==> config.mk <==
export PLATFORM = sky130hd
export DESIGN_NAME = spc_queue
export DESIGN_NICKNAME = d
export VERILOG_FILES = /design/src/rtl/spc_pkg.sv /design/src/rtl/spc_queue.sv
export SDC_FILE = /design/constraint.sdc
export NUM_CORES = 1
export LEC_CHECK = 0
export BUFFER_PORTS_ARGS = -buffer_cell sky130_fd_sc_hd__buf_2
export CELL_PAD_IN_SITES_DETAIL_PLACEMENT = 0
export CELL_PAD_IN_SITES_GLOBAL_PLACEMENT = 1
export CORE_AREA = 3 3 360 362
export CTS_BUF_LIST = sky130_fd_sc_hd__clkbuf_4 sky130_fd_sc_hd__clkbuf_8
export DETAILED_ROUTE_END_ITERATION = 12
export DIE_AREA = 0 0 363 365
export PLACE_DENSITY = 0.48
export SYNTH_ARGS = -nofsm -noshare
export SYNTH_HDL_FRONTEND = slang
export SYNTH_SLANG_ARGS = --single-unit
==> constraint.sdc <==
create_clock -name clk -period 33.8 [get_ports clk]
set_input_delay 5.07 -clock clk [delete_from_list [all_inputs] [get_ports clk]]
set_output_delay 5.07 -clock clk [all_outputs]
set_load 0.05 [all_outputs]
==> src/rtl/spc_pkg.sv <==
// Shared types, register codes and helper functions of the sphere particle collider.
`default_nettype none
package spc_pkg;

  // Configuration register indexes.
  typedef enum logic [2:0] {
    REG_CENTER_X  = 3'd0,
    REG_CENTER_Y  = 3'd1,
    REG_CENTER_Z  = 3'd2,
    REG_RADIUS    = 3'd3,
    REG_CONTROL   = 3'd4,
    REG_SMOOTH    = 3'd5,
    REG_BOUNCE    = 3'd6,
    REG_HIT_COLOR = 3'd7
  } reg_idx_t;

  // Bit positions inside the control register.
  localparam int unsigned CtlInvert  = 0;
  localparam int unsigned CtlKiller  = 1;
  localparam int unsigned CtlNoResol = 2;
  localparam int unsigned CtlColor   = 3;
  localparam int unsigned CtlEnable  = 4;

  // Number of items the queue between front and back can hold.
  localparam int unsigned QDepth = 2;
  localparam int unsigned QPtrW  = $clog2(QDepth);
  localparam int unsigned QCntW  = $clog2(QDepth + 1);

  // Register file contents as seen by both halves.
  typedef struct packed {
    logic [2:0][31:0]   center;
    logic [30:0]        radius;
    logic [4:0]         control;
    logic signed [15:0] smooth;
    logic signed [15:0] bounce;
    logic [31:0]        hit_color;
  } cfg_t;

  // One classified item handed from front to back.
  typedef struct packed {
    logic             kind;
    logic [2:0][31:0] pos;
    logic [2:0][31:0] last;
    logic [2:0][32:0] diff;
    logic [65:0]      dist_sq;
    logic             hit;
    logic             kill;
    logic             color;
    logic             resolve;
    logic [31:0]      base;
    logic [31:0]      coll;
    logic [31:0]      ticks;
  } entry_t;

  // Clamp a wide signed value to the 32-bit signed range.
  function automatic logic signed [31:0] sat32(input logic signed [47:0] v);
    logic signed [31:0] r;
    if (v > 48'sd2147483647) begin
      r = 32'sh7FFFFFFF;
    end else if (v < -48'sd2147483648) begin
      r = 32'sh80000000;
    end else begin
      r = v[31:0];
    end
    return r;
  endfunction

  // Magnitude of a 33-bit signed difference; always fits in 32 bits.
  function automatic logic [31:0] mag33(input logic [32:0] d);
    logic [32:0] m;
    m = d[32] ? (33'd0 - d) : d;
    return m[31:0];
  endfunction

endpackage
`default_nettype wire

==> src/rtl/spc_queue.sv <==
// Short queue of classified items between the front and back halves.
`default_nettype none
module spc_queue (
  input  wire logic            clk,
  input  wire logic            rst_n,
  input  wire spc_pkg::entry_t wr_data,
  input  wire logic            push,
  output logic                 full,
  output spc_pkg::entry_t      rd_data,
  input  wire logic            pop,
  output logic                 empty
);

  spc_pkg::entry_t                  slot_r [spc_pkg::QDepth];
  logic [spc_pkg::QPtrW-1:0]        wr_ptr_r, rd_ptr_r;
  logic [spc_pkg::QCntW-1:0]        cnt_r;

  assign full    = (cnt_r == spc_pkg::QCntW'(spc_pkg::QDepth));
  assign empty   = (cnt_r == '0);
  assign rd_data = slot_r[rd_ptr_r];

  // Storage slots.
  always_ff @(posedge clk) begin
    if (push) slot_r[wr_ptr_r] <= wr_data;
  end

  // Pointers and fill level.
  always_ff @(posedge clk) begin
    if (!rst_n) begin
      wr_ptr_r <= '0;
      rd_ptr_r <= '0;
      cnt_r    <= '0;
    end else begin
      if (push) wr_ptr_r <= wr_ptr_r + 1'b1;
      if (pop)  rd_ptr_r <= rd_ptr_r + 1'b1;
      if (push && !pop)      cnt_r <= cnt_r + 1'b1;
      else if (pop && !push) cnt_r <= cnt_r - 1'b1;
    end
  end

  a_no_overflow: assert property (@(posedge clk) disable iff (!rst_n)
    push |-> !full)
    else $error("item written into a full queue");

  a_no_underflow: assert property (@(posedge clk) disable iff (!rst_n)
    pop |-> !empty)
    else $error("item taken from an empty queue");

endmodule
`default_nettype wire

; ---- Word-level counts from Yosys, hierarchy flattened
; Memories as Yosys holds them, arrays and structs flattened. A register that Yosys moved wholly into a read port is not among the register bits.
; Cells that the tools add are included.
[classes]
n_addsub = 4
n_eq_ne = 1
n_mux = 6
reduce_logical = 6
[ops]
columns = op, n
row1 = 1-bit two-way mux, 4
row2 = 2-bit two-way mux, 2
row3 = "1-bit adder, second input constant", 2
row4 = "2-bit by 1-bit adder with 2-bit output, second input constant", 1
row5 = "2-bit == test, second input constant", 1
row6 = 1-bit logical AND, 2
row7 = 1-bit zero test, 2
row8 = 2-bit zero test, 1
row9 = 2-bit nonzero test, 1
row10 = "2-bit by 1-bit subtractor with 2-bit output, second input constant", 1
[totals]
regBits = 4
mem_bits_rw = 916
in_bits = 462
mem_count = 1
[memory_table]
columns = name, words, word_bits, read_ports, rd_ports_with_merged_regs, wr, line
row1 = slot_r, 2, 458, 1, 1, 1, spc_queue.sv:14  ; spc_pkg::entry_t slot_r [spc_pkg::QDepth];

; ---- Logic depth before layout (Yosys ltp)
; Gate-level depths: netlist (run 1).
[depth]
ltp_word = 4
depth_mapped = 5

; ---- Worst setup path after synthesis (run 1)
; Ideal clock, no wire load.
[synth_path]
path_type = input -> register
start = in push
end = reg wr_ptr_r
setup_time_ns = 0.153
arrival_ns = 26.115
setup_slack_ns = 7.532
cell_stages = 2
path_buffers = 0
cell_sequence = nor2b_1 > o21a_1
[synth_rtl]
columns = item, line
row1 = "start, declared", spc_queue.sv:7  ; input wire logic push,
row2 = "end signal, assigned", spc_queue.sv:34  ; if (push) wr_ptr_r <= wr_ptr_r + 1'b1;
row3 = "end, declared", spc_queue.sv:15  ; logic [spc_pkg::QPtrW-1:0] wr_ptr_r, rd_ptr_r;

==> results of run 1 <==
==> layer usage <==
| metal | up-vias | GRT usage [%] | part of all wire, % |
|---|---|---|---|
| li1 | 7979 | - | - |
| met1 | 8832 | 13.55 | 33 |
| met2 | 724 | 25.32 | 53 |
| met3 | 234 | 6.231 | 9.4 |
| met4 | 32 | 6.799 | 3.8 |
| met5 | - | 0 | 0.21 |
==> critical path, delay by kind of cell (launching register included) <==
family | cells | cell delay [ps]
multiplexers | 1 | 430
flip-flops | 1 | 980
buffers and inverters | 4 | 2540
==> cell usage after synthesis <==
cell | instances | share of area (%)
dfxtp_1 | 5 | 0.30
mux2_2 | 457 | 15
and2_1 | 4 | 0.075
edfxtp_1 | 916 | 82
buf_2 | 3 | 0.045
inv_1 | 1 | 0.011
o21a_1 | 1 | 0.022
buf_6 | 48 | 1.6
or3_1 | 1 | 0.019
xnor2_1 | 1 | 0.026
mux2_1 | 1 | 0.034
ha_1 | 1 | 0.037
nor2b_1 | 3 | 0.056
nor2_1 | 1 | 0.011
a21boi_0 | 1 | 0.022
o21ai_0 | 1 | 0.015
xor2_1 | 2 | 0.052
==> cell type report <==
type	instances	area [sq um]
Antenna cell	35	87.58
Clock buffer	226	2735
Clock inverter	60	300.3
Fill cell	12410	84170
Inverter	1	3.754
Multi-Input combinational cell	474	5280
Sequential cell	921	27610
Tap cell	1662	2079
Timing Repair Buffer	939	4757
==> final timing paths <==
check	start	to	slack (ps)	cells past startpoint
max	flip-flop	rd_data[108]	23750	5
min	cnt_r[1]	cnt_r[1]	530	2
max reg2reg	wr_ptr_r	slot_r[0][74]	28910	5
min reg2reg	cnt_r[1]	cnt_r[1]	530	2
==> cells by family after synthesis <==
group,Yosys count
flip-flops,921
AO/OA/AOI/OAI,3
multiplexers,458
XOR/XNOR,3
adder cells (fa/ha/maj),1
buffers and inverters,52
AND/OR/NAND/NOR,9
==> state kept, by name (all words and copies together), names as in the netlist, named ones only <==
name,cells
cnt_r,2
rd_ptr_r,1
slot_r,916
wr_ptr_r,1
==> per-stage QoR <==
step                std cells  setup WS [ps]  util, %
detailed placement       3997          23870    31.28
CTS                      4283          23460    33.67
global placement         3997          23960    31.28
global route             4302          23330    33.70
finish                   4318          23750    33.74
floorplan                1447           7532        -
==> where the power goes <==
| part | internal, W | total [W] | switching (W) |
|---|---|---|---|
| Sequential | 0.00132 | 0.00134 | 0.0000170 |
| Clock | 0.000520 | 0.000958 | 0.000438 |
| Combinational | 0.000116 | 0.000438 | 0.000322 |
| Total | 0.00196 | 0.00274 | 0.000777 |
==> key figures, run 1 <==
GRT
  • Largest net degree at the start of global routing: approximately 150
  • Total Routing Usage GR: 14.01%
  • Vias in the first global route: 19360
  • Initial antenna violation count: 62
  • Grt total ovfl: 0
  • First-pass GRT wire length: 132500 um

Timing
  • Skew final: 23.52 ps
  • Total negative slack: 0 ps
  • RSZ-0062 raised after global routing: false
  • Slew Limit Fails: 0
  • F_max: 0.09952 GHz
  • Tmin final: ~10000 ps
  • Final period util: about 30%
  • Max_slew headroom: 23.50%
  • Hold_ws: 529.0 ps
  • Final setup violation count: 0
  • Final hold vios: 0
  • Worst-margin pin slew: 1148 ps

Clock tree
  • CTS H-tree depth: 4
  • Clock Latency Late Sink: roughly 830 ps
  • Total CTS buffers: 161
  • CTS hold repair buffers: 0
  • Worst-path clk slew: 50 ps
  • Clock sinks: 921
  • Bufs on Longest Clock Path: 3
  • Setup Fix Bufs, Post-CTS: 0
  • TritonCTS clock tree: yes
  • Cts repair resizes: 0
  • Clk root buf: clkbuf_8

Status
  • Run status: finished, final reports clean

Worst setup path
  • Critical path required time: about 29000 ps
  • Element type at the critical path end: primary output
  • Worst Path Class, Setup: flip-flop to primary output
  • Crit-path cells: buf_4, buf_4, buf_4, mux2_2, buf_2
  • Setup crit start kind: flip-flop
  • Worst Path Max Fanout: 68
  • Largest stage delay, worst path: roughly 980 ps
  • Worst path arrival time: 4980 ps
  • Most common cell on crit path: buf_4
  • CP max stage cell: dfxtp_4

Yosys
  • Combinational family with the most area after synthesis: multiplexers
  • Mapped Area: 33440 sq um
  • Synth Area in Simple Gates: less than 1%
  • Ys Warns: 0
  • Avg Inst Size Synth: 23.11 sq um
  • Instance count of the mapped netlist: 1447
  • Cell variety after synth: 17
  • Adder-cell share of the synthesized area: 0.03742%
  • Synthesized Nets: 1910
  • Post-synthesis mux area share: ~15%
  • Synth Register Bits: 921
  • XOR/XNOR Fraction of Synth Area: less than 1%
  • Post-synthesis compound-gate area fraction: 0.05987%
  • Post-synthesis sequential area ratio: 82.57%

Finish
  • Final Cell Area: between 40000 and 50000 sq um
  • Most frequent cells in the layout: buf_2 (921), edfxtp_1 (916), mux2_2 (457)
  • Most common cell after layout, fill and taps aside: buf_2
  • Final nets: 2961
  • Share of cells above drive strength 1: 62.88%
  • Layout overhead on the synthesized area: 28.17%

Route
  • WL/cell: about 22 um
  • Via count: between 15000 and 20000
  • Drt pass-1 iters: 4
  • ANT nets after route: 0
  • Vias/cell: 4.123
  • Final wirelength: between 90000 and 100000 um
  • Drc violations: 0
  • Starting DRT DRC Count: 995

Power
  • Cell Pwr Density: 63.87 nW/um^2
  • Leak Pwr: 15.74 nW
  • Pwr Total: 0.002737 W
  • Peak supply drop: 0.03281 mV

Worst hold path
  • Worst Hold Class: flip-flop to flip-flop

Floorplanning
  • Initial cell density of the core: 26.32%
  • Die outline width: 363 um
  • Site Rows: 131
  • I/O pin count: 922
  • Die Footprint: around 130000 sq um
  • DIE HEIGHT: between 300 and 400 um
  • Core ar.: 127000 sq um

Placement
  • Area of placed instances: 39730 sq um
  • Port bufs: 921
  • Final GP Congestion: 0.8073
  • Post-DP HPWL: 69860 um

Job
  • Max Cap Viol: 0
(Power assumes the default switching activity.)
==> inputs of run 2 (changes only) <==
- clock period: 33.8 -> 10.13 ns (I/O delays scaled with it)
==> run 2 against run 1 <==
Effect of this change: sequential share of layout area about the same; cell count fell by 0.42%; register-to-register slack worse by 22000 ps; worst hold slack worse by 1.0 ps; core utilization about the same; global-route usage decreased by 0.70 points; sequential cell count is the same; routed wire length fell by 4.5%; clock skew up 6.5 ps; non-clock buffer count is 1 lower; highest routed layer unchanged.
==> key figures, run 2 (synthesized netlist as in run 1, its figures left out) <==
GRT
  • Met2 usage: 24.41%
  • Initial antenna violation count: 57
  • Met3 Usage GRT: 6.226%
  • Vias in the first global route: 18970
  • First-pass GRT wire length: 127500 um
  • Largest net degree at the start of global routing: around 150
  • Total Routing Usage GR: 13.30%
  • Most Crowded Layer GR: met2
  • Grt total ovfl: 0
  • Met1 Resource Use GR: between 10% and 20%

Floorplanning
  • Core ar.: 127000 sq um
  • Initial cell density of the core: 26.32%
  • I/O pin count: 922
  • Die outline width: 363 um
  • Site Rows: 131
  • Die Footprint: 132500 sq um
  • DIE HEIGHT: 365 um

Timing
  • Final hold vios: 0
  • Worst-margin pin slew: 1072 ps
  • Final setup violation count: 0
  • Tmin final: 4998 ps
  • RSZ-0062 raised after global routing: false
  • F_max: 0.2001 GHz
  • Slew Limit Fails: 0
  • Final period util: 49.34%
  • Skew final: 30.07 ps
  • Total negative slack: 0 ps
  • Max_slew headroom: 28.51%

Route
  • Via count: 17610
  • Drc violations: 0
  • WL/cell: ~21 um
  • Final wirelength: between 90000 and 100000 um
  • Drt pass-1 iters: 4
  • Starting DRT DRC Count: 917
  • ANT nets after route: 0
  • Vias/cell: about 4.1

Worst setup path
  • Element type at the critical path end: primary output
  • Crit-path cells: buf_4, buf_12, mux2_2, buf_2
  • CP max stage cell: buf_4
  • Crit path buf inv count: 3
  • Worst Path Max Fanout: 127
  • Worst Path Class, Setup: flip-flop to primary output
  • Reg2Reg Setup Slack: 7060 ps
  • Worst path arrival time: 3480 ps
  • Crit path max-delay family: buffers and inverters
  • Setup crit start kind: flip-flop
  • Largest stage delay, worst path: 610 ps
  • Critical path required time: ~8600 ps

Power
  • Peak supply drop: 0.1123 mV
  • Sw Ratio: 28.70%
  • Clock share of power: 35.1%
  • Switching pwr: 0.002617 W
  • Cell Pwr Density: approximately 210 nW/um^2
  • Pint: 0.006504 W
  • Sequential power share: 48.9%
  • Leak Pwr: 15.72 nW
  • Logic pwr share: 16.1%

Clock tree
  • Cts repair resizes: 0
  • Total CTS buffers: 159
  • CTS H-tree depth: 4
  • Setup Fix Bufs, Post-CTS: 0
  • Clk root buf: clkbuf_8
  • Clock sinks: 921
  • Bufs on Longest Clock Path: 3
  • TritonCTS clock tree: yes
  • Worst-path clk slew: approximately 60 ps
  • CTS hold repair buffers: 0
  • Clock Latency Late Sink: 850 ps

Finish
  • Layout overhead on the synthesized area: 28.11%
  • Fillers: roughly 12000
  • Most frequent cells in the layout: buf_2 (921), edfxtp_1 (916), mux2_2 (457)
  • Largest regs: slot_r: 916 flops, cnt_r: 2 flops
  • Max reg flops: 916
  • Post-Layout Cell Count: 4300
  • Share of cells above drive strength 1: a little over three fifths
  • Final nets: between 2000 and 3000
  • Largest Register: slot_r
  • Most common cell after layout, fill and taps aside: buf_2

Placement
  • Port bufs: 921
  • Final GP Congestion: 0.7937
  • Placed cell count: 3996
  • Post-DP HPWL: 65600 um

Job
  • Max Cap Viol: 0

Worst hold path
  • Worst Hold Class: flip-flop to flip-flop

Status
  • Run status: finished, final reports clean
-- run 2: cell count changes in the layout (fill, tap and decap cells not counted), moves of 2 or more --
cell / before / now
diode_2: 35 / 21
clkbuf_4: 60 / 51
clkinv_1: 37 / 44
buf_4: 17 / 12
clkbuf_8: 166 / 161
buf_12: 1 / 5
clkinv_2: 15 / 12
inv_6: 1 / 3
-- run 2: area by class of cell --
type | count | area (sq um) | share of cell area (%)
inverter | 1 | 3.754 | 0.008763
sequential | 921 | 27610 | 64.46
antenna | 21 | 52.55 | 0.1227
clock buffer | 212 | 2599 | 6.067
clock inverter | 71 | 410.4 | 0.9581
tap | 1662 | 2079 | 4.855
multi-input combinational | 474 | 5280 | 12.33
timing repair buffer | 938 | 4800 | 11.20
-- run 2: worst paths after layout --
path | startpoint | to | cells after the start
max reg2reg | wr_ptr_r | slot_r[1][324] | 3
max | flip-flop | rd_data[195] | 4
min reg2reg | cnt_r[1] | cnt_r[1] | 2
min | cnt_r[1] | cnt_r[1] | 2
-- run 2: worst register-to-register path, delay by kind of cell, from the launching register on --
| family | cells | cell delay [ps] |
|---|---|---|
| buf+inv | 2 | 1310 |
| flops | 1 | 390 |
| simple gates | 1 | 660 |
-- run 2: metal layers --
metal,wire length [um],up-vias
met5,234,-
met4,2948,32
met3,8926,218
met2,48980,699
met1,31340,8709
li1,-,7956
-- run 2: through the flow --
step	hold slack, ps	total power (W)	setup slack (ps)	cell area, sq um	util (%)
floorplan	472.9	0.005642	1327	33440	-
global placement	491.3	0.006007	5809	39770	31.31
detailed placement	516.6	0.006027	5742	39770	31.31
CTS	534.0	0.009318	4932	42780	33.68
global route	561.0	0.009540	4832	42800	33.69
finish	528.0	0.009122	5132	42830	33.72
-- run 2: power groups by stage --
stage | registers, W | logic, W | clock network, W
after floorplan | 0.00456 | 0.00108 | 0
after global placement | 0.00453 | 0.00148 | 0
after detailed placement | 0.00454 | 0.00149 | 0
after CTS | 0.00446 | 0.00149 | 0.00336
after global routing | 0.00447 | 0.00153 | 0.00353
final | 0.00446 | 0.00147 | 0.00320
==> inputs of run 3 (changes only) <==
- clock period: 10.13 -> 5 ns (I/O delays scaled with it)
==> run 3 against run 2 <==
Effect of this change: first-iteration DRC count shrank 20%; routed wire length is 6.2% higher; worst setup slack got worse by 3700 ps; global-route usage rose by 0.89 points; count of clock-buffer cells in the layout increased by 6; via count up 10%; register-to-register slack got worse by 4200 ps; non-clock buffer count is 448 higher; clock power is 110% higher; worst hold slack got worse by 380 ps; critical endpoint is now rd_data[425]; largest cell class unchanged; highest routed layer unchanged.
==> key figures, run 3 (synthesized netlist as in run 1, its figures left out) <==
Status
  • Run status: finished, final reports clean

GRT
  • Total Routing Usage GR: 14.20%
  • Largest net degree at the start of global routing: 106
  • Initial antenna violation count: 17
  • First-pass GRT wire length: roughly 140000 um
  • Vias in the first global route: between 20000 and 25000
  • Grt total ovfl: 0

Timing
  • Worst-margin pin slew: 865.9 ps
  • RSZ-0062 raised after global routing: false
  • Final hold vios: 0
  • F_max: 0.2807 GHz
  • Tmin final: 3563 ps
  • Slew Limit Fails: 0
  • Max_slew headroom: between 40% and 50%
  • Skew final: 42.14 ps
  • Final period util: 71.25%
  • Final setup violation count: 0

Floorplanning
  • Initial cell density of the core: a little over a quarter
  • DIE HEIGHT: 365 um
  • Site Rows: 131
  • Die outline width: 363 um
  • I/O pin count: roughly 900
  • Die Footprint: 132500 sq um
  • Core ar.: 127000 sq um

Clock tree
  • Clock Latency Late Sink: 840 ps
  • Total CTS buffers: ~160
  • Clock sinks: between 900 and 1000
  • Clk root buf: clkbuf_8
  • TritonCTS clock tree: yes
  • Worst-path clk slew: 60 ps
  • CTS H-tree depth: 4
  • Bufs on Longest Clock Path: 3

Worst setup path
  • Worst Path Max Fanout: 70
  • Reg-to-Reg End: slot_r[1][351]
  • Worst Setup EP: rd_data[425]
  • Critical path required time: 4250 ps
  • FF-to-FF Start: wr_ptr_r
  • Worst path arrival time: 2810 ps
  • Element type at the critical path end: primary output
  • Reg2Reg Setup Slack: 2820 ps
  • Reg2Reg Depth: 2
  • Worst Path Class, Setup: flip-flop to primary output
  • Setup crit start kind: flip-flop

Finish
  • Fillers: approximately 12000
  • Most common cell after layout, fill and taps aside: buf_2
  • Most frequent cells in the layout: buf_2 (921), edfxtp_1 (916), mux2_2 (457)
  • Max reg flops: slightly above 900
  • Final nets: 3409
  • Layout overhead on the synthesized area: 41.89%
  • Final Cell Area: 47440 sq um
  • Largest regs: slot_r: 916 flops, cnt_r: 2 flops
  • Largest Register: slot_r
  • Post-Route Utilization: 37.35%
  • Share of cells above drive strength 1: 54.19%

Placement
  • Post-DP HPWL: between 70000 and 80000 um
  • Area of placed instances: 40020 sq um
  • Port bufs: ~920
  • Final GP Congestion: 0.8373

Job
  • Max Cap Viol: 0

Route
  • WL/cell: 20.69 um
  • Drt pass-1 iters: 4
  • Via count: 19380
  • ANT nets after route: 0
  • Wire length on met1: 34510 um
  • Drc violations: 0
  • Vias/cell: about 4.1
  • Starting DRT DRC Count: 734
  • Final wirelength: 98160 um
  • Max Used Layer: met5
  • Met3 Wirelength: 8019 um
  • Met2 routed WL: between 50000 and 60000 um

Worst hold path
  • Hold depth: 1
  • Worst Hold Class: input pin to flip-flop

Power
  • Peak supply drop: between 0.2 and 0.25 mV
  • Cell Pwr Density: about 400 nW/um^2
  • Leak Pwr: 17.68 nW
[run 3: worst min-delay path by stage]
stage | start | endpoint
after floorplan | cnt_r[1] | cnt_r[1]
after global routing | wr_data[454] | slot_r[0][454]
final | wr_data[250] | slot_r[1][250]
after CTS | wr_data[258] | slot_r[0][258]
after detailed placement | cnt_r[1] | cnt_r[1]
after global placement | cnt_r[1] | cnt_r[1]
[run 3: critical path, cell delays in order, from the launching register on]
cell     delay [ps]
dfxtp_4         660
buf_12          290
buf_12          310
mux2_2          390
buf_2           210
[run 3: report_power, final]
group          total, W  internal, W  switching [W]
clock network   0.00662      0.00359        0.00303
logic           0.00329      0.00103        0.00226
registers       0.00905      0.00894       0.000106
total            0.0190       0.0136        0.00540
[run 3: layout make-up]
class	instances	area, sq um	share of cell area, %
Antenna cell	15	37.54	0.07912
Clock buffer	218	2681	5.652
Clock inverter	67	412.9	0.8703
Inverter	1	3.754	0.007912
Multi-Input combinational cell	474	5280	11.13
Sequential cell	921	27610	58.20
Tap cell	1662	2079	4.383
Timing Repair Buffer	1386	9336	19.68
[run 3: repair_timing]
| item | in CTS | in global routing |
|---|---|---|
| resized for setup | 0 | 0 |
| hold endpoints to repair | 851 | 0 |
| hold buffers | 429 | 0 |
| buffers inserted | 0 | 0 |
[run 3: layer usage]
metal,up-vias,global-route usage [%]
met5,-,0
met4,6,6.432
met3,202,5.426
met2,709,25.92
met1,9598,14.27
li1,8861,-
[run 3: metrics by stage]
| step | cells | setup WS (ps) | TNS, ps | hold slack [ps] | total power, W |
|---|---|---|---|---|---|
| after floorplan | 1447 | -3033 | -2223260 | 472.9 | 0.01143 |
| after global placement | 4015 | 2267 | 0 | 499.0 | 0.01222 |
| after detailed placement | 4015 | 2239 | 0 | 515.1 | 0.01225 |
| after CTS | 4729 | 1224 | 0 | 0.5753 | 0.01931 |
| after global routing | 4742 | 1199 | 0 | 34.16 | 0.01978 |
| final | 4744 | 1437 | 0 | 144.2 | 0.01896 |
