$ cat src/rtl/spc_pkg.sv
// Shared types, register codes and helper functions of the sphere particle collider.
`default_nettype none
package spc_pkg;

  // Configuration register indexes.
  typedef enum logic [2:0] {
    REG_CENTER_X  = 3'd0,
    REG_CENTER_Y  = 3'd1,
    REG_CENTER_Z  = 3'd2,
    REG_RADIUS    = 3'd3,
    REG_CONTROL   = 3'd4,
    REG_SMOOTH    = 3'd5,
    REG_BOUNCE    = 3'd6,
    REG_HIT_COLOR = 3'd7
  } reg_idx_t;

  // Bit positions inside the control register.
  localparam int unsigned CtlInvert  = 0;
  localparam int unsigned CtlKiller  = 1;
  localparam int unsigned CtlNoResol = 2;
  localparam int unsigned CtlColor   = 3;
  localparam int unsigned CtlEnable  = 4;

  // Number of items the queue between front and back can hold.
  localparam int unsigned QDepth = 2;
  localparam int unsigned QPtrW  = $clog2(QDepth);
  localparam int unsigned QCntW  = $clog2(QDepth + 1);

  // Register file contents as seen by both halves.
  typedef struct packed {
    logic [2:0][31:0]   center;
    logic [30:0]        radius;
    logic [4:0]         control;
    logic signed [15:0] smooth;
    logic signed [15:0] bounce;
    logic [31:0]        hit_color;
  } cfg_t;

  // One classified item handed from front to back.
  typedef struct packed {
    logic             kind;
    logic [2:0][31:0] pos;
    logic [2:0][31:0] last;
    logic [2:0][32:0] diff;
    logic [65:0]      dist_sq;
    logic             hit;
    logic             kill;
    logic             color;
    logic             resolve;
    logic [31:0]      base;
    logic [31:0]      coll;
    logic [31:0]      ticks;
  } entry_t;

  // Clamp a wide signed value to the 32-bit signed range.
  function automatic logic signed [31:0] sat32(input logic signed [47:0] v);
    logic signed [31:0] r;
    if (v > 48'sd2147483647) begin
      r = 32'sh7FFFFFFF;
    end else if (v < -48'sd2147483648) begin
      r = 32'sh80000000;
    end else begin
      r = v[31:0];
    end
    return r;
  endfunction

  // Magnitude of a 33-bit signed difference; always fits in 32 bits.
  function automatic logic [31:0] mag33(input logic [32:0] d);
    logic [32:0] m;
    m = d[32] ? (33'd0 - d) : d;
    return m[31:0];
  endfunction

endpackage
`default_nettype wire

$ cat src/rtl/spc_intf.sv
// Channel interfaces of the sphere particle collider: input, result and configuration.
`default_nettype none
interface spc_in_if;
  logic               valid;
  logic               ready;
  logic               kind;
  logic signed [31:0] pos_x;
  logic signed [31:0] pos_y;
  logic signed [31:0] pos_z;
  logic signed [31:0] last_x;
  logic signed [31:0] last_y;
  logic signed [31:0] last_z;
  logic               already_collided;
  logic [31:0]        frame_count;

  modport source(output valid, kind, pos_x, pos_y, pos_z, last_x, last_y, last_z,
                 already_collided, frame_count, input ready);
  modport sink(input valid, kind, pos_x, pos_y, pos_z, last_x, last_y, last_z,
               already_collided, frame_count, output ready);
endinterface


interface spc_cfg_if;
  logic        valid;
  logic        ready;
  logic [2:0]  index;
  logic [31:0] data;

  modport source(output valid, index, data, input ready);
  modport sink(input valid, index, data, output ready);
endinterface
`default_nettype wire

$ cat src/rtl/spc_front.sv
// Front half: register file, item intake, squared distance, hit test and counters.
`default_nettype none
module spc_front (
  input  wire logic            clk,
  input  wire logic            rst_n,
  spc_in_if.sink               in_ch,
  spc_cfg_if.sink              cfg_ch,
  output spc_pkg::cfg_t        cfg,
  output spc_pkg::entry_t      q_data,
  output logic                 q_push,
  input  wire logic            q_full
);

  typedef enum logic [2:0] {
    F_IDLE = 3'b001,
    F_SQ   = 3'b010,
    F_PUSH = 3'b100
  } fstate_t;

  fstate_t          state_r, state_nxt;
  spc_pkg::cfg_t    cfg_r;
  logic             kind_r;
  logic [2:0][31:0] pos_r;
  logic [2:0][31:0] last_r;
  logic [2:0][32:0] diff_r;
  logic             ac_r;
  logic [31:0]      fc_r;
  logic [1:0]       sq_cnt_r;
  logic [65:0]      acc_r;
  logic [61:0]      rsq_r;
  logic [31:0]      coll_r, coll_nxt;
  logic [31:0]      tick_r, tick_nxt;

  logic [31:0] sq_op;
  logic [63:0] sq_prod;
  logic        hit_c, killer, en;
  logic [2:0][31:0] ctr_in;

  assign cfg          = cfg_r;
  assign cfg_ch.ready = 1'b1;
  assign in_ch.ready  = (state_r == F_IDLE);

  // Configuration writes; the user must write only while the block is idle, which the block does not enforce.
  always_ff @(posedge clk) begin
    if (!rst_n) begin
      cfg_r.center    <= '0;
      cfg_r.radius    <= 31'd65536;
      cfg_r.control   <= 5'd16;
      cfg_r.smooth    <= 16'sd4096;
      cfg_r.bounce    <= '0;
      cfg_r.hit_color <= '0;
    end else if (cfg_ch.valid) begin
      unique case (spc_pkg::reg_idx_t'(cfg_ch.index))
        spc_pkg::REG_CENTER_X:  cfg_r.center[0] <= cfg_ch.data;
        spc_pkg::REG_CENTER_Y:  cfg_r.center[1] <= cfg_ch.data;
        spc_pkg::REG_CENTER_Z:  cfg_r.center[2] <= cfg_ch.data;
        spc_pkg::REG_RADIUS:    cfg_r.radius    <= cfg_ch.data[30:0];
        spc_pkg::REG_CONTROL:   cfg_r.control   <= cfg_ch.data[4:0];
        spc_pkg::REG_SMOOTH:    cfg_r.smooth    <= cfg_ch.data[15:0];
        spc_pkg::REG_BOUNCE:    cfg_r.bounce    <= cfg_ch.data[15:0];
        spc_pkg::REG_HIT_COLOR: cfg_r.hit_color <= cfg_ch.data;
        default: ;
      endcase
    end
  end

  // One shared multiplier forms the three squares and then the radius squared.
  always_comb begin
    case (sq_cnt_r)
      2'd0:    sq_op = spc_pkg::mag33(diff_r[0]);
      2'd1:    sq_op = spc_pkg::mag33(diff_r[1]);
      2'd2:    sq_op = spc_pkg::mag33(diff_r[2]);
      default: sq_op = {1'b0, cfg_r.radius};
    endcase
    sq_prod = sq_op * sq_op;
  end

  // Hit test against the sphere, solid or inverted into a cavity.
  assign en     = cfg_r.control[spc_pkg::CtlEnable] && !kind_r;
  assign killer = cfg_r.control[spc_pkg::CtlKiller];
  always_comb begin
    if (cfg_r.control[spc_pkg::CtlInvert]) begin
      hit_c = en && (acc_r > {4'd0, rsq_r});
    end else begin
      hit_c = en && (acc_r < {4'd0, rsq_r});
    end
  end

  // Counters as they stand after this item.
  always_comb begin
    coll_nxt = coll_r;
    tick_nxt = tick_r;
    if (kind_r) begin
      if (tick_r != 32'hFFFFFFFF) tick_nxt = tick_r + 32'd1;
    end else if (hit_c) begin
      tick_nxt = '0;
      if (coll_r != 32'hFFFFFFFF) coll_nxt = coll_r + 32'd1;
    end
  end

  // Classified item for the queue.
  assign ctr_in = {cfg_r.center[2], cfg_r.center[1], cfg_r.center[0]};
  always_comb begin
    q_data.kind    = kind_r;
    q_data.pos     = kind_r ? '0 : pos_r;
    q_data.last    = kind_r ? '0 : last_r;
    q_data.diff    = diff_r;
    q_data.dist_sq = acc_r;
    q_data.hit     = hit_c;
    q_data.kill    = hit_c && killer;
    q_data.color   = hit_c && !killer && cfg_r.control[spc_pkg::CtlColor];
    q_data.resolve = hit_c && !killer && !cfg_r.control[spc_pkg::CtlNoResol];
    q_data.base    = (hit_c && !ac_r) ? fc_r : '0;
    q_data.coll    = coll_nxt;
    q_data.ticks   = tick_nxt;
  end

  assign q_push = (state_r == F_PUSH) && !q_full;

  // Sequencer of the front half.
  always_comb begin
    state_nxt = state_r;
    unique case (state_r)
      F_IDLE: if (in_ch.valid) state_nxt = in_ch.kind ? F_PUSH : F_SQ;
      F_SQ:   if (sq_cnt_r == 2'd3) state_nxt = F_PUSH;
      F_PUSH: if (!q_full) state_nxt = F_IDLE;
      default: state_nxt = F_IDLE;
    endcase
  end

  always_ff @(posedge clk) begin
    if (!rst_n) begin
      state_r <= F_IDLE;
      coll_r  <= '0;
      tick_r  <= '0;
    end else begin
      state_r <= state_nxt;
      if (q_push) begin
        coll_r <= coll_nxt;
        tick_r <= tick_nxt;
      end
    end
  end

  // Item registers and the squared-distance accumulator.
  always_ff @(posedge clk) begin
    if (state_r == F_IDLE && in_ch.valid) begin
      kind_r   <= in_ch.kind;
      pos_r    <= {in_ch.pos_z, in_ch.pos_y, in_ch.pos_x};
      last_r   <= {in_ch.last_z, in_ch.last_y, in_ch.last_x};
      ac_r     <= in_ch.already_collided;
      fc_r     <= in_ch.frame_count;
      diff_r[0] <= {in_ch.pos_x[31], in_ch.pos_x} - {ctr_in[0][31], ctr_in[0]};
      diff_r[1] <= {in_ch.pos_y[31], in_ch.pos_y} - {ctr_in[1][31], ctr_in[1]};
      diff_r[2] <= {in_ch.pos_z[31], in_ch.pos_z} - {ctr_in[2][31], ctr_in[2]};
      sq_cnt_r <= '0;
      acc_r    <= '0;
      rsq_r    <= '0;
    end else if (state_r == F_SQ) begin
      sq_cnt_r <= sq_cnt_r + 2'd1;
      if (sq_cnt_r == 2'd3) begin
        rsq_r <= sq_prod[61:0];
      end else begin
        acc_r <= acc_r + {2'd0, sq_prod};
      end
    end
  end

  // A hit always clears the idle tick count that travels with it.
  a_hit_clears_ticks: assert property (@(posedge clk) disable iff (!rst_n)
    (q_push && q_data.hit) |-> (q_data.ticks == 32'd0))
    else $error("hit item left with nonzero tick count");

  // Collision total only moves by one, and only on a pushed hit.
  a_coll_step: assert property (@(posedge clk) disable iff (!rst_n)
    (coll_r != $past(coll_r)) |-> ($past(q_push) && $past(q_data.hit)))
    else $error("collision counter moved without a hit");

endmodule
`default_nettype wire

$ cat src/flat_wrapper.sv
// flat-port wrapper written by rule: the top's interface ports become plain ports
module spc_front_flat 
  (clk, rst_n, cfg, q_data, q_push, q_full, in_ch_valid, in_ch_kind, in_ch_pos_x, in_ch_pos_y, in_ch_pos_z, in_ch_last_x, in_ch_last_y, in_ch_last_z, in_ch_already_collided, in_ch_frame_count, in_ch_ready, cfg_ch_valid, cfg_ch_index, cfg_ch_data, cfg_ch_ready);
  spc_in_if in_ch_i ();
  spc_cfg_if cfg_ch_i ();
  input  wire logic clk;
  input  wire logic rst_n;
  output spc_pkg::cfg_t cfg;
  output spc_pkg::entry_t q_data;
  output logic q_push;
  input  wire logic q_full;
  input wire logic [$bits(in_ch_i.valid)-1:0] in_ch_valid;
  input wire logic [$bits(in_ch_i.kind)-1:0] in_ch_kind;
  input wire logic [$bits(in_ch_i.pos_x)-1:0] in_ch_pos_x;
  input wire logic [$bits(in_ch_i.pos_y)-1:0] in_ch_pos_y;
  input wire logic [$bits(in_ch_i.pos_z)-1:0] in_ch_pos_z;
  input wire logic [$bits(in_ch_i.last_x)-1:0] in_ch_last_x;
  input wire logic [$bits(in_ch_i.last_y)-1:0] in_ch_last_y;
  input wire logic [$bits(in_ch_i.last_z)-1:0] in_ch_last_z;
  input wire logic [$bits(in_ch_i.already_collided)-1:0] in_ch_already_collided;
  input wire logic [$bits(in_ch_i.frame_count)-1:0] in_ch_frame_count;
  output wire logic [$bits(in_ch_i.ready)-1:0] in_ch_ready;
  input wire logic [$bits(cfg_ch_i.valid)-1:0] cfg_ch_valid;
  input wire logic [$bits(cfg_ch_i.index)-1:0] cfg_ch_index;
  input wire logic [$bits(cfg_ch_i.data)-1:0] cfg_ch_data;
  output wire logic [$bits(cfg_ch_i.ready)-1:0] cfg_ch_ready;
  assign in_ch_i.valid = in_ch_valid;
  assign in_ch_i.kind = in_ch_kind;
  assign in_ch_i.pos_x = in_ch_pos_x;
  assign in_ch_i.pos_y = in_ch_pos_y;
  assign in_ch_i.pos_z = in_ch_pos_z;
  assign in_ch_i.last_x = in_ch_last_x;
  assign in_ch_i.last_y = in_ch_last_y;
  assign in_ch_i.last_z = in_ch_last_z;
  assign in_ch_i.already_collided = in_ch_already_collided;
  assign in_ch_i.frame_count = in_ch_frame_count;
  assign in_ch_ready = in_ch_i.ready;
  assign cfg_ch_i.valid = cfg_ch_valid;
  assign cfg_ch_i.index = cfg_ch_index;
  assign cfg_ch_i.data = cfg_ch_data;
  assign cfg_ch_ready = cfg_ch_i.ready;
  spc_front u_core (.clk(clk), .rst_n(rst_n), .in_ch(in_ch_i), .cfg_ch(cfg_ch_i), .cfg(cfg), .q_data(q_data), .q_push(q_push), .q_full(q_full));
endmodule
$ cat config.mk
export PLATFORM = sky130hd
export DESIGN_NAME = spc_front_flat
export DESIGN_NICKNAME = d
export VERILOG_FILES = /design/src/rtl/spc_pkg.sv /design/src/rtl/spc_intf.sv /design/src/rtl/spc_front.sv /design/src/flat_wrapper.sv
export SDC_FILE = /design/constraint.sdc
export NUM_CORES = 2
export LEC_CHECK = 0
export BUFFER_PORTS_ARGS = -buffer_cell sky130_fd_sc_hd__buf_2
export CORE_MARGIN = 3
export CORE_UTILIZATION = 45
export CTS_CLUSTER_SIZE = 24
export DETAILED_ROUTE_END_ITERATION = 8
export REMOVE_ABC_BUFFERS = 1
export SETUP_SLACK_MARGIN = 0.4
export SLEW_MARGIN = 20
export SYNTH_ARGS = -nofsm -noshare
export SYNTH_HDL_FRONTEND = slang
export SYNTH_SLANG_ARGS = --single-unit
export TNS_END_PERCENT = 1
$ cat constraint.sdc
create_clock -name clk -period 14.85 [get_ports clk]
set_input_delay 0.7425 -clock clk [delete_from_list [all_inputs] [get_ports clk]]
set_output_delay 0.7425 -clock clk [all_outputs]
set_load 0.03 [all_outputs]
# Word level (Yosys, flattened, before mapping)
# Cells that the tools add are included.
# word_totals
input_bits	266
out_inout_bits	657
word_cells	105
ff_bits	718
# op_classes
n_eq_ne	18
n_mul	1
muxes	19
add_sub_neg	10
n_lt_le_gt_ge	2
reduce_logical	28
bitwise	1
# op_table
cell	n
$mux W32	10
$mux W96	2
$sub A32 B32 Y33	3
$pmux W32 S3	1
$sub A1 B32 Y32 const A	3
$add A66 B64 Y66	1
$gt A66 B62 Y1	1
$lt A66 B62 Y1	1
$add A32 B1 Y32 const B	2
$mul A32 B32 Y64	1
$ne A32 B32 Y1 const B	2
$reduce_and A2 Y1	10
$eq A3 B3 Y1 const B	5
$mux W3	4
$logic_and A1 B1 Y1	10
$eq A3 B2 Y1 const B	3
$pmux W3 S3	1
$eq A3 B1 Y1 const B	2
$logic_not A1 Y1	5
$eq A2 B2 Y1 const B	2
$ne A2 B2 Y1 const B	2
$logic_not A3 Y1	1
$reduce_and A3 Y1	1
$add A2 B1 Y2 const B	1
5 further kinds	5

# Depth between registers and ports, before layout
# logic_depth
word_depth	6
mapped_depth	54
ltp_nobuf	50

# Least setup slack after synthesis
# OpenSTA, ideal clock, no wires.
# synth_timing
path_kind	register to register
from	register u_core.diff_r (netlist bit u_core.q_data[244])
to	register u_core.acc_r[64]
t_required_ps	14776
path_stages_with_launch	48
synth_period_minus_slack_ps	12730
setup_time_ps	74
path_buffers	4
t_arrival_ps	12656
setup_slack_ps	2120
cell_sequence	edfxtp_1 -> or4_1 -> or3_1 -> or3_1 -> clkbuf_1 -> o31ai_1 -> xnor2_1 -> a221o_1 -> a21oi_1 -> a21oi_1 -> clkbuf_1 -> nand2_1 -> fa_1 -> inv_1 -> fa_1 -> inv_1 -> fa_1 -> fa_1 -> (+12 left out) -> a211oi_1 -> nor3_1 -> a21oi_1 -> o21ai_0 -> xor2_1 -> ha_1 -> clkbuf_1 -> a21o_1 -> a21oi_1 -> o221a_2 -> o31a_1 -> or2_2 -> a2111oi_0 -> o221ai_1 -> a21oi_1 -> nand3_1 -> a21oi_1 -> mux2i_1
# synth_via
elab_chain_len	5
# synth_lines
element	line_no	rtl
start, declared	spc_front.sv:25	logic [2:0][32:0] diff_r;
$sub A1 B32 Y32	spc_pkg.sv:71	m = d[32] ? (33'd0 - d) : d;
$mux W32 *	spc_pkg.sv:71	
$pmux W32 S3 *	spc_front.sv:69	case (sq_cnt_r)
$mul A32 B32 Y64 *	spc_front.sv:75	sq_prod = sq_op * sq_op;
named net u_core.sq_prod[41]	spc_front.sv:35	logic [63:0] sq_prod;
$add A66 B64 Y66 *	spc_front.sv:164	acc_r <= acc_r + {2'd0, sq_prod};
end signal, assigned	spc_front.sv:164	
end, declared	spc_front.sv:29	logic [65:0] acc_r;
# Mark *: on every way through the listed nets, which the timed path passes. The rest lies on a longest branch.
# A chain may end at the register's enable or synchronous reset.

# Worst setup path after layout
# layout_timing
from	register u_core.diff_r (netlist bit u_core.q_data[205])
to	register u_core.acc_r[59]
# Same word-level chain as after synthesis.

==> impl.org <==
** Yosys
- Top cells by instance count after synthesis :: inv_1, nand2_1, fa_1
- Share of flip-flops with an asynchronous set or reset after synthesis :: 0%
- The synthesized design contains 325 enable-type register cells.
- Synthesis inferred 717 register bits.
- For this run, the leading register cell type out of synthesis is dfxtp_1.
- inv_1 is the most common cell in the netlist.
- After synthesis, the mean cell area works out to 9.00 µm².
- Instance count of the mapped netlist :: 7590
- The synthesized netlist contains 84 unique library cells.
- The cell area that synthesis handed to floorplanning was 68300 µm².
- For this run, the register share of the synthesized area comes to 25.8%.
- Biggest area contributors in the synthesized netlist :: fa_1, edfxtp_1, dfxtp_1
- Biggest area consumer among synthesized cells :: fa_1
- For this run, the number of Yosys warnings is 0.
- Share of Yosys cell area claimed by the top area cell type :: 23.8%

** Outcome
- Status :: complete, no violations

** Timing
- The final critical path takes up 92.7% of the cycle.
- On the final layout, the worst clock skew is 63.5 ps.
- Setup repair after global routing could not meet its margin everywhere.
- For this run, the top clock speed supported by timing is 72.7 MHz.
- Worst relative slew slack :: 20.1%
- Post-route setup TNS :: 0 ps
- Final setup margin :: 1090 ps
- The final hold violation count was 0.
- Period minus WS final :: 13760 ps
- For the pin with the worst max-slew slack, the measured transition is 1190 ps.
- The number of slew-limit violations in the final report is 0.
- Final setup fails :: 0

** CTS
- Buffers inserted to repair hold after CTS numbered 0.
- The clock passes through at most 3 buffers.
- Cell at the root of the clock tree :: clkbuf_16
- At the later pin of the worst-skew pair, clock insertion delay measures 760 ps.
- Clock transition at path regs :: 60 ps
- Buffers inserted during clock tree synthesis total 88.
- TritonCTS built the clock tree.
- Count of H-tree levels built during CTS :: 3
- Count of clock tree sinks :: 717

** Worst setup path
- The worst setup path is launched from a flop.
- Most frequent cell on the critical path :: fa_1
- The slowest stage of the critical path belongs to the cell or4b_2.
- Capture instance of the worst register-to-register path :: u_core.acc_r[59]$_SDFFE_PP0P_
- Arrival time at the worst endpoint :: 14360 ps
- The setup path with the least slack is of type reg -> reg.
- For the worst flop-to-flop path, the logic depth is 42.
- The worst setup path is captured at a flop.
- In this design, the stage delay of the slowest critical-path cell is 700 ps.
- Critical R2R Launch :: u_core.q_data[205]$_DFFE_PP_
- Of all nets on the critical path, the largest fanout is 7.
- R2R Setup Slk :: 1090 ps
- Crit path required time :: 15440 ps

** Min path
- Counting instances, the worst hold path has a depth of 1.
- The path with the worst hold slack has its endpoint at u_core.last_r[9]$_DFFE_PP_.
- Startpoint of the worst hold path :: in_ch_last_x[9]
- The worst hold path belongs to the class in -> reg.

** Finish
- Final nets :: 9977
- Number of fillers in the final layout :: 14300
- The multi-input combinational cells in the finished layout cover a total of 44900 µm².
- Registers take 17600 µm².
- Area growth from synthesis to layout :: 14.7%
- Share of layout cells above drive strength 1 :: 14.9%
- Fraction of the core area covered by cells at the end of the flow :: 52.1%
- Layout Cells excl Fill :: 10500

** Detailed routing
- Remaining antenna violation count :: 0
- In the routed layout, each cell is associated on average with a via count of 5.54.
- Violation count after the first detailed-routing iteration :: 5006
- In the final routed layout, each cell accounts on average for 26.2 µm.
- After detailed routing, the number of remaining DRC violations is 0.
- The first TritonRoute pass finished after 7 iterations.
- Routed wire length :: 276 mm
- The routed layout has 58300 vias.

** Global routing
- Global routing finished with a remaining overflow of 0.
- First-pass GRT wire length :: 398 mm
- Pin count of the biggest net entering global routing :: 185
- Global Route Usage Sum :: 34.8%
- The initial antenna violation count was 46.
- Vias in the first global route :: 58400

** Placement
- Final Wtd Congestion :: 1.01
- Before CTS, the worst setup slack after placement is 756 ps.
- Placed cells :: 10300
- Post-detail-place hpwl :: 225 mm
- In this run the tool buffered the top-level ports with 921 buffer cells.

** Floorplan
- I/O pin count :: 923
- In this run the core area contains 142 standard-cell rows.
- Die Span Y :: 396 µm
- Horizontal die dimension :: 396 µm
- The die covers 156000 µm².
- Starting density of the core :: 45.4%
- The core region is 150000 µm².

** Job
- Across the run, the number of max-cap violations was 0.
-- layout by cell type, fill, tap and decap left out, types with 233 or more instances in the layout --
master	Yosys	routed
o21ai_0	234	233
fa_1	811	811
dfxtp_1	392	392
edfxtp_1	325	325
nor2_1	423	418
buf_2	8	920
ha_1	495	494
a21oi_1	337	335
xnor2_1	240	240
nand2_1	1136	1134
inv_1	1235	1230
-- cells by family after synthesis --
| kind of cell | share of synthesized area, % |
|---|---|
| other cells | 0.00549 |
| compound gates | 12.3 |
| flops | 25.8 |
| fa+ha+maj | 32.8 |
| mux | 0.731 |
| simple gates | 15.6 |
| xor+xnor | 4.12 |
| buf+inv | 8.62 |
-- layout make-up --
| cell class | instances | share of cell area (%) |
|---|---|---|
| tap | 2016 | 3.22 |
| sequential | 717 | 22.5 |
| antenna | 25 | 0.0798 |
| timing repair buffer | 1042 | 7.09 |
| clock inverter | 47 | 0.698 |
| multi-input combinational | 5313 | 57.3 |
| inverter | 1243 | 5.98 |
| clock buffer | 119 | 3.13 |
-- per-layer routing --
| layer | GRT usage [%] | vias up | routed length, µm |
|---|---|---|---|
| li1 | - | 26300 | - |
| met1 | 43.2 | 28900 | 105000 |
| met2 | 54.6 | 2451 | 125000 |
| met3 | 8.47 | 680 | 24700 |
| met4 | 21.4 | 26 | 20800 |
| met5 | 0 | - | 186 |
-- timing repair --
item | in CTS | in global routing
buffers inserted | 0 | 6
endpoints found under the setup margin | 0 | 15
resized for setup | 0 | 9
-- worst max path at each step --
stage	end	cells past startpoint	slack, ps	start
2_1_floorplan	u_core.acc_r[64]$_SDFFE_PP0P_	42	1620	u_core.q_data[244]$_DFFE_PP_
3_3_place_gp	u_core.acc_r[65]$_SDFFE_PP0P_	48	970	u_core.q_data[237]$_DFFE_PP_
3_5_place_dp	u_core.acc_r[65]$_SDFFE_PP0P_	44	760	u_core.q_data[168]$_DFFE_PP_
4_1_cts	u_core.acc_r[65]$_SDFFE_PP0P_	44	680	u_core.q_data[168]$_DFFE_PP_
5_1_grt	u_core.acc_r[59]$_SDFFE_PP0P_	42	380	u_core.q_data[205]$_DFFE_PP_
6_report	u_core.acc_r[59]$_SDFFE_PP0P_	42	1090	u_core.q_data[205]$_DFFE_PP_
-- state kept, by name, indices dropped and copies added, names as in the netlist, 61 cells and up --
| register | cells |
|---|---|
| u_core.acc_r | 66 |
| u_core.cfg | 196 |
| u_core.last_r | 96 |
| u_core.pos_r | 96 |
| u_core.q_data | 99 |
| u_core.rsq_r | 61 |
-- worst max-delay path, delay by kind of cell (launching register included) --
| kind | cells | cell delay (ps) |
|---|---|---|
| compound gates | 12 | 3040 |
| xor+xnor | 3 | 610 |
| fa+ha+maj | 10 | 4730 |
| buf+inv | 7 | 870 |
| flops | 1 | 440 |
| simple gates | 10 | 3890 |
-- stage by stage --
step | cell area, µm² | hold WS, ps
after global routing | 78300 | 134
after detailed placement | 75200 | 447
after floorplan | 67100 | 436
after CTS | 78200 | 115
final | 78300 | 152
after global placement | 75200 | 442
Power is left out: the tool's default activity adds up to more than one toggle a clock period on the data nets, which glitch-free logic cannot reach.
